**src/hw/rtl/trapezoid_pulse_waveform_defines.svh**
```systemverilog
// ----------------------------------------------------------------------------
// Trapezoid pulse waveform assertion macros
// Shared concurrent assertion forms, clocked on clk and disabled in reset.
// ----------------------------------------------------------------------------
`ifndef TRAPEZOID_PULSE_WAVEFORM_DEFINES_SVH
`define TRAPEZOID_PULSE_WAVEFORM_DEFINES_SVH

// Same-cycle implication.
`define TPW_ASSERT_IMPLIES(name, ante, cons, msg) \
  name: assert property (@(posedge clk) disable iff (!rst_n) (ante) |-> (cons)) \
    else $error(msg);

// Next-cycle implication.
`define TPW_ASSERT_NEXT(name, ante, cons, msg) \
  name: assert property (@(posedge clk) disable iff (!rst_n) (ante) |=> (cons)) \
    else $error(msg);

`endif

```
**src/hw/rtl/tpw_pkg.sv**
```systemverilog
// ----------------------------------------------------------------------------
// Trapezoid pulse waveform package
// Widths, register indexes, phase codes and shared types.
// ----------------------------------------------------------------------------
package tpw_pkg;

  localparam int TIME_WIDTH    = 32;
  localparam int LEVEL_WIDTH   = 32;
  localparam int CFG_WIDTH     = (TIME_WIDTH > LEVEL_WIDTH) ? TIME_WIDTH : LEVEL_WIDTH;
  localparam int MAG_WIDTH     = LEVEL_WIDTH + 1;
  localparam int PROD_WIDTH    = TIME_WIDTH + MAG_WIDTH;
  localparam int DIV_CNT_WIDTH = $clog2(PROD_WIDTH + 1);
  localparam int MUL_CNT_WIDTH = $clog2(TIME_WIDTH + 1);
  localparam int CFG_IDX_WIDTH = 3;
  localparam int PHASE_WIDTH   = 3;

  typedef logic [CFG_IDX_WIDTH-1:0]        cfg_idx_t;
  typedef logic [PHASE_WIDTH-1:0]          phase_t;
  typedef logic [TIME_WIDTH-1:0]           time_t;
  typedef logic signed [LEVEL_WIDTH-1:0]   level_t;
  typedef logic [MAG_WIDTH-1:0]            mag_t;
  typedef logic [PROD_WIDTH-1:0]           prod_t;
  typedef logic [DIV_CNT_WIDTH-1:0]        div_cnt_t;
  typedef logic [MUL_CNT_WIDTH-1:0]        mul_cnt_t;

  localparam cfg_idx_t REG_DELAY  = 3'd0;
  localparam cfg_idx_t REG_RISE   = 3'd1;
  localparam cfg_idx_t REG_HIGH   = 3'd2;
  localparam cfg_idx_t REG_FALL   = 3'd3;
  localparam cfg_idx_t REG_PERIOD = 3'd4;
  localparam cfg_idx_t REG_BASE   = 3'd5;
  localparam cfg_idx_t REG_PEAK   = 3'd6;

  localparam phase_t PH_DELAY   = 3'd0;
  localparam phase_t PH_RISING  = 3'd1;
  localparam phase_t PH_HIGH    = 3'd2;
  localparam phase_t PH_FALLING = 3'd3;
  localparam phase_t PH_REST    = 3'd4;

  // Status of a serial arithmetic unit; done pulses for one cycle.
  typedef struct packed {
    logic busy;
    logic done;
  } unit_sts_t;

endpackage

```
**src/hw/rtl/tpw_mul.sv**
```systemverilog
// ----------------------------------------------------------------------------
// Bit-serial multiplier
// Shift-add product of a time offset and a level magnitude, one bit a cycle.
// ----------------------------------------------------------------------------
module tpw_mul (
  input  logic               clk,
  input  logic               rst_n,
  input  logic               start,
  input  tpw_pkg::time_t     mplier,
  input  tpw_pkg::mag_t      mcand,
  output tpw_pkg::unit_sts_t sts,
  output tpw_pkg::prod_t     product
);

  logic                                 busy_r, busy_nxt;
  logic                                 done_r, done_nxt;
  tpw_pkg::mul_cnt_t                    cnt_r, cnt_nxt;
  tpw_pkg::mag_t                        mcand_r;
  tpw_pkg::prod_t                       prod_r, prod_nxt;
  logic [tpw_pkg::MAG_WIDTH:0]          sum;

  always_comb begin
    // add multiplicand into the upper half when the low bit is set, then shift right
    sum = {1'b0, prod_r[tpw_pkg::PROD_WIDTH-1:tpw_pkg::TIME_WIDTH]}
        + (prod_r[0] ? {1'b0, mcand_r} : '0);
    prod_nxt = {sum, prod_r[tpw_pkg::TIME_WIDTH-1:1]};
    busy_nxt = busy_r;
    done_nxt = 1'b0;
    cnt_nxt  = cnt_r;
    if (start) begin
      busy_nxt = 1'b1;
      cnt_nxt  = tpw_pkg::mul_cnt_t'(tpw_pkg::TIME_WIDTH);
    end else if (busy_r) begin
      cnt_nxt = cnt_r - 1'b1;
      if (cnt_r == tpw_pkg::mul_cnt_t'(1)) begin
        busy_nxt = 1'b0;
        done_nxt = 1'b1;
      end
    end
  end

  always_ff @(posedge clk) begin
    if (!rst_n) begin
      busy_r <= 1'b0;
      done_r <= 1'b0;
      cnt_r  <= '0;
    end else begin
      busy_r <= busy_nxt;
      done_r <= done_nxt;
      cnt_r  <= cnt_nxt;
    end
  end

  always_ff @(posedge clk) begin
    if (start) begin
      mcand_r <= mcand;
      prod_r  <= {{tpw_pkg::MAG_WIDTH{1'b0}}, mplier};
    end else if (busy_r) begin
      prod_r <= prod_nxt;
    end
  end

  assign sts.busy = busy_r;
  assign sts.done = done_r;
  assign product  = prod_r;

endmodule

```
**src/hw/rtl/tpw_div.sv**
```systemverilog
// ----------------------------------------------------------------------------
// Restoring divider
// One quotient bit a cycle; step count chosen per operation.
// ----------------------------------------------------------------------------
module tpw_div (
  input  logic               clk,
  input  logic               rst_n,
  input  logic               start,
  input  tpw_pkg::prod_t     dividend,
  input  tpw_pkg::time_t     divisor,
  input  tpw_pkg::div_cnt_t  steps,
  output tpw_pkg::unit_sts_t sts,
  output tpw_pkg::prod_t     quotient,
  output tpw_pkg::time_t     remainder
);

  logic                              busy_r, busy_nxt;
  logic                              done_r, done_nxt;
  tpw_pkg::div_cnt_t                 cnt_r, cnt_nxt;
  tpw_pkg::prod_t                    num_r;
  tpw_pkg::time_t                    rem_r, den_r;
  logic [tpw_pkg::TIME_WIDTH:0]      trial, trial_sub;
  logic                              ge;

  always_comb begin
    // shift in the next dividend bit, subtract when it fits
    trial     = {rem_r, num_r[tpw_pkg::PROD_WIDTH-1]};
    trial_sub = trial - {1'b0, den_r};
    ge        = (trial >= {1'b0, den_r});
    busy_nxt  = busy_r;
    done_nxt  = 1'b0;
    cnt_nxt   = cnt_r;
    if (start) begin
      busy_nxt = 1'b1;
      cnt_nxt  = steps;
    end else if (busy_r) begin
      cnt_nxt = cnt_r - 1'b1;
      if (cnt_r == tpw_pkg::div_cnt_t'(1)) begin
        busy_nxt = 1'b0;
        done_nxt = 1'b1;
      end
    end
  end

  always_ff @(posedge clk) begin
    if (!rst_n) begin
      busy_r <= 1'b0;
      done_r <= 1'b0;
      cnt_r  <= '0;
    end else begin
      busy_r <= busy_nxt;
      done_r <= done_nxt;
      cnt_r  <= cnt_nxt;
    end
  end

  always_ff @(posedge clk) begin
    if (start) begin
      num_r <= dividend;
      rem_r <= '0;
      den_r <= divisor;
    end else if (busy_r) begin
      num_r <= {num_r[tpw_pkg::PROD_WIDTH-2:0], ge};
      rem_r <= ge ? trial_sub[tpw_pkg::TIME_WIDTH-1:0] : trial[tpw_pkg::TIME_WIDTH-1:0];
    end
  end

  assign sts.busy  = busy_r;
  assign sts.done  = done_r;
  assign quotient  = num_r;
  assign remainder = rem_r;

endmodule

```
**src/hw/rtl/trapezoid_pulse_waveform.sv**
```systemverilog
// ----------------------------------------------------------------------------
// Trapezoid pulse waveform
// Level and phase of a repeating trapezoidal pulse at a sampled tick time.
// ----------------------------------------------------------------------------
// Usage:
//   Input channel (in_valid/in_ready, in_time_ticks) takes one absolute time
//   per transaction. Output channel (out_valid/out_ready, out_level,
//   out_phase) returns exactly one result per input, in order.
//   Config port (cfg_we, cfg_index, cfg_wdata) writes the seven registers
//   delay, rise, high width, fall, period, base and peak; write only while
//   idle. Indexes beyond the list are ignored.
//   A time past the first period adds a pass through the shared divider
//   (remainder by the period). A sample on a ramp adds a serial multiply,
//   a serial divide and a final level step. One item is in work at a time;
//   the serial multiplier and the divider set the rate. A finished result
//   sits in the output register; the next input is taken meanwhile, and
//   its result holds in the sequencer until out_ready frees the register.
//   Reset clears the configuration registers to zero and empties the block.
// ----------------------------------------------------------------------------
`include "trapezoid_pulse_waveform_defines.svh"

module trapezoid_pulse_waveform (
  input  logic                                clk,
  input  logic                                rst_n,
  input  logic                                in_valid,
  output logic                                in_ready,
  input  logic [tpw_pkg::TIME_WIDTH-1:0]      in_time_ticks,
  output logic                                out_valid,
  input  logic                                out_ready,
  output logic signed [tpw_pkg::LEVEL_WIDTH-1:0] out_level,
  output logic [tpw_pkg::PHASE_WIDTH-1:0]     out_phase,
  input  logic                                cfg_we,
  input  logic [tpw_pkg::CFG_IDX_WIDTH-1:0]   cfg_index,
  input  logic [tpw_pkg::CFG_WIDTH-1:0]       cfg_wdata
);

  localparam int LW = tpw_pkg::LEVEL_WIDTH;

  // sequencer states
  localparam logic [3:0] S_IDLE  = 4'd0;
  localparam logic [3:0] S_CHK   = 4'd1;
  localparam logic [3:0] S_FOLDQ = 4'd2;
  localparam logic [3:0] S_FOLD  = 4'd3;
  localparam logic [3:0] S_RISE  = 4'd4;
  localparam logic [3:0] S_HIGH  = 4'd5;
  localparam logic [3:0] S_FALL  = 4'd6;
  localparam logic [3:0] S_MUL   = 4'd7;
  localparam logic [3:0] S_RDIV  = 4'd8;
  localparam logic [3:0] S_LVL   = 4'd9;
  localparam logic [3:0] S_DONE  = 4'd10;

  // configuration registers
  tpw_pkg::time_t  delay_r, rise_r, high_r, fall_r, period_r;
  tpw_pkg::level_t base_r, peak_r;

  // sequencer state and working registers
  logic [3:0]          state_r, state_nxt;
  tpw_pkg::time_t      t_r, t_nxt;
  tpw_pkg::time_t      u_r, u_nxt;
  tpw_pkg::time_t      len_r, len_nxt;
  tpw_pkg::mag_t       diff_r, diff_nxt;
  tpw_pkg::mag_t       mag_r, mag_nxt;
  logic                rising_r, rising_nxt;
  logic [LW+1:0]       delta_r, delta_nxt;
  tpw_pkg::level_t     res_level_r, res_level_nxt;
  tpw_pkg::phase_t     res_phase_r, res_phase_nxt;

  // output register
  logic                out_valid_r, out_valid_nxt;
  tpw_pkg::level_t     out_level_r, out_level_nxt;
  tpw_pkg::phase_t     out_phase_r, out_phase_nxt;

  // serial arithmetic units
  logic                mul_start;
  tpw_pkg::unit_sts_t  mul_sts;
  tpw_pkg::prod_t      mul_product;
  logic                div_start;
  tpw_pkg::prod_t      div_dividend;
  tpw_pkg::time_t      div_divisor;
  tpw_pkg::div_cnt_t   div_steps;
  tpw_pkg::unit_sts_t  div_sts;
  tpw_pkg::prod_t      div_quot;
  tpw_pkg::time_t      div_rem;

  logic                diff_neg;
  logic [LW+1:0]       q_ext;
  logic [LW+1:0]       base_ext, peak_ext, lvl_wide;

  assign in_ready  = (state_r == S_IDLE);
  assign out_valid = out_valid_r;
  assign out_level = out_level_r;
  assign out_phase = out_phase_r;

  // Config writes: ignore indexes past the register list.
  always_ff @(posedge clk) begin
    if (!rst_n) begin
      delay_r  <= '0;
      rise_r   <= '0;
      high_r   <= '0;
      fall_r   <= '0;
      period_r <= '0;
      base_r   <= '0;
      peak_r   <= '0;
    end else if (cfg_we) begin
      case (cfg_index)
        tpw_pkg::REG_DELAY:  delay_r  <= cfg_wdata[tpw_pkg::TIME_WIDTH-1:0];
        tpw_pkg::REG_RISE:   rise_r   <= cfg_wdata[tpw_pkg::TIME_WIDTH-1:0];
        tpw_pkg::REG_HIGH:   high_r   <= cfg_wdata[tpw_pkg::TIME_WIDTH-1:0];
        tpw_pkg::REG_FALL:   fall_r   <= cfg_wdata[tpw_pkg::TIME_WIDTH-1:0];
        tpw_pkg::REG_PERIOD: period_r <= cfg_wdata[tpw_pkg::TIME_WIDTH-1:0];
        tpw_pkg::REG_BASE:   base_r   <= cfg_wdata[LW-1:0];
        tpw_pkg::REG_PEAK:   peak_r   <= cfg_wdata[LW-1:0];
        default: ;
      endcase
    end
  end

  // Sign of peak - base picks the ramp direction.
  assign diff_neg = diff_r[tpw_pkg::MAG_WIDTH-1];
  assign base_ext = {{2{base_r[LW-1]}}, base_r};
  assign peak_ext = {{2{peak_r[LW-1]}}, peak_r};
  // Quotient is below the magnitude, so its low MAG_WIDTH bits carry it all.
  assign q_ext    = {1'b0, div_quot[tpw_pkg::MAG_WIDTH-1:0]};
  assign lvl_wide = rising_r ? (base_ext + delta_r) : (peak_ext - delta_r);

  always_comb begin
    state_nxt     = state_r;
    t_nxt         = t_r;
    u_nxt         = u_r;
    len_nxt       = len_r;
    diff_nxt      = diff_r;
    mag_nxt       = mag_r;
    rising_nxt    = rising_r;
    delta_nxt     = delta_r;
    res_level_nxt = res_level_r;
    res_phase_nxt = res_phase_r;
    mul_start     = 1'b0;
    div_start     = 1'b0;
    // fold divides (u-1) left-aligned for TIME_WIDTH steps; ramp divides the product
    if (state_r == S_FOLDQ) begin
      div_dividend = {u_r - 1'b1, {tpw_pkg::MAG_WIDTH{1'b0}}};
      div_divisor  = period_r;
      div_steps    = tpw_pkg::div_cnt_t'(tpw_pkg::TIME_WIDTH);
    end else begin
      div_dividend = mul_product;
      div_divisor  = len_r;
      div_steps    = tpw_pkg::div_cnt_t'(tpw_pkg::PROD_WIDTH);
    end

    case (state_r)
      S_IDLE: begin
        if (in_valid) begin
          t_nxt     = in_time_ticks;
          state_nxt = S_CHK;
        end
      end
      S_CHK: begin
        diff_nxt = {peak_r[LW-1], peak_r} - {base_r[LW-1], base_r};
        if (t_r < delay_r) begin
          res_level_nxt = base_r;
          res_phase_nxt = tpw_pkg::PH_DELAY;
          state_nxt     = S_DONE;
        end else begin
          u_nxt     = t_r - delay_r;
          state_nxt = S_FOLDQ;
        end
      end
      S_FOLDQ: begin
        mag_nxt = diff_neg ? (~diff_r + 1'b1) : diff_r;
        // an offset equal to the period stays unfolded
        if ((period_r != '0) && (u_r > period_r)) begin
          div_start = 1'b1;
          state_nxt = S_FOLD;
        end else begin
          state_nxt = S_RISE;
        end
      end
      S_FOLD: begin
        if (div_sts.done) begin
          u_nxt     = div_rem + tpw_pkg::time_t'(1);
          state_nxt = S_RISE;
        end
      end
      S_RISE: begin
        if (u_r < rise_r) begin
          res_phase_nxt = tpw_pkg::PH_RISING;
          rising_nxt    = 1'b1;
          len_nxt       = rise_r;
          mul_start     = 1'b1;
          state_nxt     = S_MUL;
        end else begin
          u_nxt     = u_r - rise_r;
          state_nxt = S_HIGH;
        end
      end
      S_HIGH: begin
        if (u_r < high_r) begin
          res_level_nxt = peak_r;
          res_phase_nxt = tpw_pkg::PH_HIGH;
          state_nxt     = S_DONE;
        end else begin
          u_nxt     = u_r - high_r;
          state_nxt = S_FALL;
        end
      end
      S_FALL: begin
        if (u_r < fall_r) begin
          res_phase_nxt = tpw_pkg::PH_FALLING;
          rising_nxt    = 1'b0;
          len_nxt       = fall_r;
          mul_start     = 1'b1;
          state_nxt     = S_MUL;
        end else begin
          res_level_nxt = base_r;
          res_phase_nxt = tpw_pkg::PH_REST;
          state_nxt     = S_DONE;
        end
      end
      S_MUL: begin
        if (mul_sts.done) begin
          div_start = 1'b1;
          state_nxt = S_RDIV;
        end
      end
      S_RDIV: begin
        if (div_sts.done) begin
          // truncate toward zero: negate the magnitude quotient
          delta_nxt = diff_neg ? (~q_ext + 1'b1) : q_ext;
          state_nxt = S_LVL;
        end
      end
      S_LVL: begin
        // ramp result lies between base and peak, so the low bits hold it
        res_level_nxt = lvl_wide[LW-1:0];
        state_nxt     = S_DONE;
      end
      S_DONE: begin
        if (!out_valid_r || out_ready) begin
          state_nxt = S_IDLE;
        end
      end
      default: state_nxt = S_IDLE;
    endcase
  end

  // Output register: drop on handoff, load when the sequencer finishes.
  always_comb begin
    out_valid_nxt = out_valid_r && !out_ready;
    out_level_nxt = out_level_r;
    out_phase_nxt = out_phase_r;
    if ((state_r == S_DONE) && (!out_valid_r || out_ready)) begin
      out_valid_nxt = 1'b1;
      out_level_nxt = res_level_r;
      out_phase_nxt = res_phase_r;
    end
  end

  always_ff @(posedge clk) begin
    if (!rst_n) begin
      state_r     <= S_IDLE;
      out_valid_r <= 1'b0;
    end else begin
      state_r     <= state_nxt;
      out_valid_r <= out_valid_nxt;
    end
  end

  always_ff @(posedge clk) begin
    t_r         <= t_nxt;
    u_r         <= u_nxt;
    len_r       <= len_nxt;
    diff_r      <= diff_nxt;
    mag_r       <= mag_nxt;
    rising_r    <= rising_nxt;
    delta_r     <= delta_nxt;
    res_level_r <= res_level_nxt;
    res_phase_r <= res_phase_nxt;
    out_level_r <= out_level_nxt;
    out_phase_r <= out_phase_nxt;
  end

  tpw_mul u_mul (
    .clk     (clk),
    .rst_n   (rst_n),
    .start   (mul_start),
    .mplier  (u_r),
    .mcand   (mag_r),
    .sts     (mul_sts),
    .product (mul_product)
  );

  tpw_div u_div (
    .clk       (clk),
    .rst_n     (rst_n),
    .start     (div_start),
    .dividend  (div_dividend),
    .divisor   (div_divisor),
    .steps     (div_steps),
    .sts       (div_sts),
    .quotient  (div_quot),
    .remainder (div_rem)
  );

  // Divider finishes only while the sequencer waits on it.
  `TPW_ASSERT_IMPLIES(a_div_done_owner, div_sts.done, (state_r == S_FOLD) || (state_r == S_RDIV), "divider done outside a divide wait")
  // Multiplier finishes only in the multiply wait.
  `TPW_ASSERT_IMPLIES(a_mul_done_owner, mul_sts.done, state_r == S_MUL, "multiplier done outside multiply wait")
  // The two serial units never run at once.
  `TPW_ASSERT_IMPLIES(a_units_exclusive, mul_sts.busy, !div_sts.busy, "multiplier and divider busy together")
  // An accepted transaction always enters the delay check next.
  `TPW_ASSERT_NEXT(a_accept_to_check, in_valid && in_ready, state_r == S_CHK, "accepted input did not start")

endmodule
```
**config.mk**
```make
export PLATFORM = sky130hd
export DESIGN_NAME = trapezoid_pulse_waveform
export DESIGN_NICKNAME = d
export VERILOG_FILES = /design/src/hw/rtl/tpw_pkg.sv /design/src/hw/rtl/tpw_mul.sv /design/src/hw/rtl/tpw_div.sv /design/src/hw/rtl/trapezoid_pulse_waveform.sv
export VERILOG_INCLUDE_DIRS = /design/src /design/src/hw/rtl
export SDC_FILE = /design/constraint.sdc
export NUM_CORES = 2
export LEC_CHECK = 0
export BUFFER_PORTS_ARGS = -buffer_cell sky130_fd_sc_hd__buf_2
export CORE_MARGIN = 8
export CORE_UTILIZATION = 35
export DETAILED_ROUTE_END_ITERATION = 10
export PLACE_DENSITY = 0.49
export SETUP_SLACK_MARGIN = 0.02
export SLEW_MARGIN = 20
export SYNTH_ARGS = -nofsm -noshare
export SYNTH_HDL_FRONTEND = slang
export SYNTH_SLANG_ARGS = --single-unit
```
**constraint.sdc**
```tcl
create_clock -name clk -period 7.2 [get_ports clk]
set_input_delay 2.16 -clock clk [delete_from_list [all_inputs] [get_ports clk]]
set_output_delay 2.16 -clock clk [all_outputs]
set_load 0.005 [all_outputs]
```
==> reports/results.ini <==
[cts]
cts_tree = yes
post-cts-setup-buffer-count = 0
clk_pin_slew_worst_paths_ps = 60
cts.sinks = 738
ctsHoldBuffers = 0
root_buffer = clkbuf_16
clock_latency_ps = 680
htree_levels = 3
cts_resized = 0
cts_buffer_depth = 3
cts_buffers = 89

[synthesis]
syn_avg_cell_area_sq_um = 9.11
ys_ff_latch = 738
netlist_area_sq_um = 44700
syn_nets = 5311
yosysWarnings = 0
synth_ff_type = edfxtp_1
yosys.area.top_type_share = 0.287
syn_inst = 4905
synth_top_area_cell = edfxtp_1
synth_async_sr_flop_share = 0
ys_seq_area_frac = 0.426
synth_edf_count = 427
synth_area_leaders = edfxtp_1 (29%), dfxtp_1 (14%), ha_1 (9.1%), nand2_1 (6.3%), a21oi_1 (5.6%)
ys_types = 93

[route]
drt-vias-per-instance = 5.41
wl_per_cell_microns = 21.8
post-route-drc-count = 0
wl_mm = 146
drtAntennaViolNets = 0
dr.pass1.iters = 6
dr.first_iter.drc_count = 2858
vias = 36300

[global_route]
antenna_found_initial = 3
grt_pass1_wl_mm = 220
grt_start_max_net_pins = 171
grt_remaining_overflow = 0
grtUsageTotal = 0.201
first_global_vias = 34700

[timing]
finalSetupViolations = 0
hold_ws_ps = 417
fin_crit_ps = 5080
fmax_mhz = 197
tightest_slew_ps = 1320
slew_violations = 0
worst_slack_ps = 2120
min_period_over_period = 0.705
slew_headroom = 0.121
hold_viol = 0
setup_tns_ps = 0
rsz0062_at_grt = false
skew_ps = 27.6

[power_and_ir_drop]
p_seq_frac = 0.359
leakage_uw = 0.0186
pwr-share-clk = 0.253
power_density_nw_per_um2 = 366
power_frac_comb = 0.388
power_switching_uw = 7090
vdd_ir_drop_max_uv = 181
p_sw_frac = 0.386
internal_power_uw = 11300

[worst_setup_path]
crit_slowest_cell = nand2_4
worst_setup_path_end_kind = register
crit_fanout = 50
r2r_start = u_r[2]$_DFFE_PP_
worstSetupStartpointType = register
max_stage_delay_ps = 670
r2r_cells = 11
worstSetupPathType = reg2reg
critical_path.most_common_cell = o21ai_0
required_ps = 7510
cp_cell_sequence = ha_1 > a21o_1 > a31oi_1 > o21ai_0 > o21ai_0 > a31oi_1 > o31a_1 > o21ai_0 > nand2b_1 > nand2_4 > buf_4
rr_endpoint = u_mul.mcand_r[2]$_DFFE_PP_
r2r_slack_ps = 2120
cp.arrival_ps = 5390

[floorplanning]
die_w_microns = 373
die_area_sq_um = 139000
boundaryPins = 109
coreArea_sq_um = 127000
start_util = 0.351
fp.dieH_microns = 373
rows = 131

[place]
gp_congestion = 0.889
hpwl_mm = 109
dp_slack_ps = 2250
port_buffers = 108
placed_cell_area_sq_um = 47100

[layout]
layout.nets = 5370
final_util = 0.394
area_delta_synth_final_pct = 12.0
diodes = 0
final_layout_size_suffix_gt1_frac = 0.0865
fin_area_sq_um = 50100
fill_cells = 12800

[min_path]
hp-class = reg2reg
hold_start = mag_r[12]$_DFFE_PP_
min_to = u_mul.mcand_r[12]$_DFFE_PP_
min_path_cells = 0

[outcome]
status = complete, no violations

[run]
cap_viol_max_count = 0

flip-flops by register name, indices dropped and copies added (netlist names), 33 cells and up:
name            count
u_mul.mcand_r      33
u_mul.product      65
diff_r             33
mag_r              33
u_div.quotient     65
metal layers:
metal  part of all wire  track usage
met1               0.48        0.286
met5                  0            0
met2               0.46        0.327
met3              0.046       0.0258
met4              0.018       0.0466
worst max-delay path by stage:
stage	start	endpoint	slack [ps]
3_3_place_gp	t_r[0]$_DFFE_PP_	res_level_r[3]$_DFFE_PP_	2290
6_report	u_r[2]$_DFFE_PP_	u_mul.mcand_r[2]$_DFFE_PP_	2120
4_1_cts	u_r[2]$_DFFE_PP_	u_mul.mcand_r[2]$_DFFE_PP_	2240
3_5_place_dp	u_r[2]$_DFFE_PP_	u_mul.mcand_r[1]$_DFFE_PP_	2250
2_1_floorplan	u_r[0]$_DFFE_PP_	res_level_r[0]$_DFFE_PP_	1470
5_1_grt	u_r[0]$_DFFE_PP_	u_mul.mcand_r[2]$_DFFE_PP_	1870
logic make-up after synthesis:
| group | synth area share |
|---|---|
| mux | 0.0261 |
| flops | 0.426 |
| buf+inv | 0.0440 |
| simple gates | 0.157 |
| compound gates | 0.188 |
| xor+xnor | 0.0645 |
| fa+ha+maj | 0.0948 |
cell usage after synthesis, types with 42 or more instances:
library cell / n
edfxtp_1: 427
xnor2_1: 237
clkbuf_1: 167
ha_1: 326
inv_1: 332
and3_1: 45
nor3_1: 71
nand2b_1: 53
a31oi_1: 44
o21a_1: 42
a21oi_1: 497
dfxtp_1: 311
nor2b_1: 45
o21ai_0: 260
a21o_1: 131
xor2_1: 92
nor2_1: 273
mux2_2: 67
nand3_1: 107
nand2_1: 752
worst max-delay path, delay by kind of cell, from the launching register on:
family | cells | cell delay, ps
fa+ha+maj | 1 | 370
simple gates | 2 | 1020
buf+inv | 1 | 650
compound gates | 7 | 2030
flops | 1 | 570
cells in the final DEF (no fill, tap or decap), drive strengths merged, types with 16 or more instances in the layout:
| master | Yosys | final |
|---|---|---|
| xor2 | 92 | 92 |
| o21ai | 264 | 264 |
| xnor2 | 237 | 237 |
| or3 | 37 | 37 |
| ha | 326 | 326 |
| mux2 | 67 | 67 |
| o221ai | 17 | 17 |
| clkbuf | 167 | 122 |
| nor3 | 73 | 73 |
| a211oi | 38 | 38 |
| nor2b | 45 | 45 |
| a31oi | 44 | 44 |
| nor2 | 274 | 274 |
| and2 | 40 | 40 |
| o21bai | 37 | 37 |
| o31ai | 33 | 33 |
| clkinv | 2 | 29 |
| edfxtp | 427 | 427 |
| nand2 | 753 | 753 |
| and3 | 45 | 45 |
| a21o | 131 | 131 |
| a21oi | 497 | 497 |
| a22oi | 28 | 28 |
| inv | 333 | 339 |
| o21a | 42 | 42 |
| o22ai | 17 | 17 |
| a221o | 35 | 35 |
| o211ai | 28 | 28 |
| nand2b | 53 | 53 |
| buf | 18 | 153 |
| nand4 | 31 | 31 |
| or4 | 16 | 16 |
| mux2i | 41 | 41 |
| nor4 | 26 | 26 |
| nand3 | 108 | 108 |
| dfxtp | 311 | 311 |
power by group through the flow:
| stage | sequential [uW] | clock (uW) | combinational [uW] |
|---|---|---|---|
| 6_report | 6590 | 4640 | 7120 |
| 5_1_grt | 6690 | 4920 | 7870 |
| 4_1_cts | 6590 | 4760 | 7090 |
| 3_5_place_dp | 6670 | 0 | 7040 |
| 3_3_place_gp | 6660 | 0 | 7020 |
| 2_1_floorplan | 6290 | 0 | 5140 |
final cells by class:
class                      instances  area [sq um]  area share
multi-input combinational       3647         23800       0.476
sequential                       738         19000       0.380
clock buffer                     122          2500      0.0500
tap                             1662          2080      0.0415
inverter                         335          1260      0.0252
timing repair buffer             153           891      0.0178
clock inverter                    44           452     0.00902
metrics by stage:
stage               instances  power [uW]
floorplan                4905       11400
global placement         6535       13700
detailed placement       6535       13700
CTS                      6701       18400
global route             6701       19500
finish                   6701       18300
(Power assumes the default switching activity.)
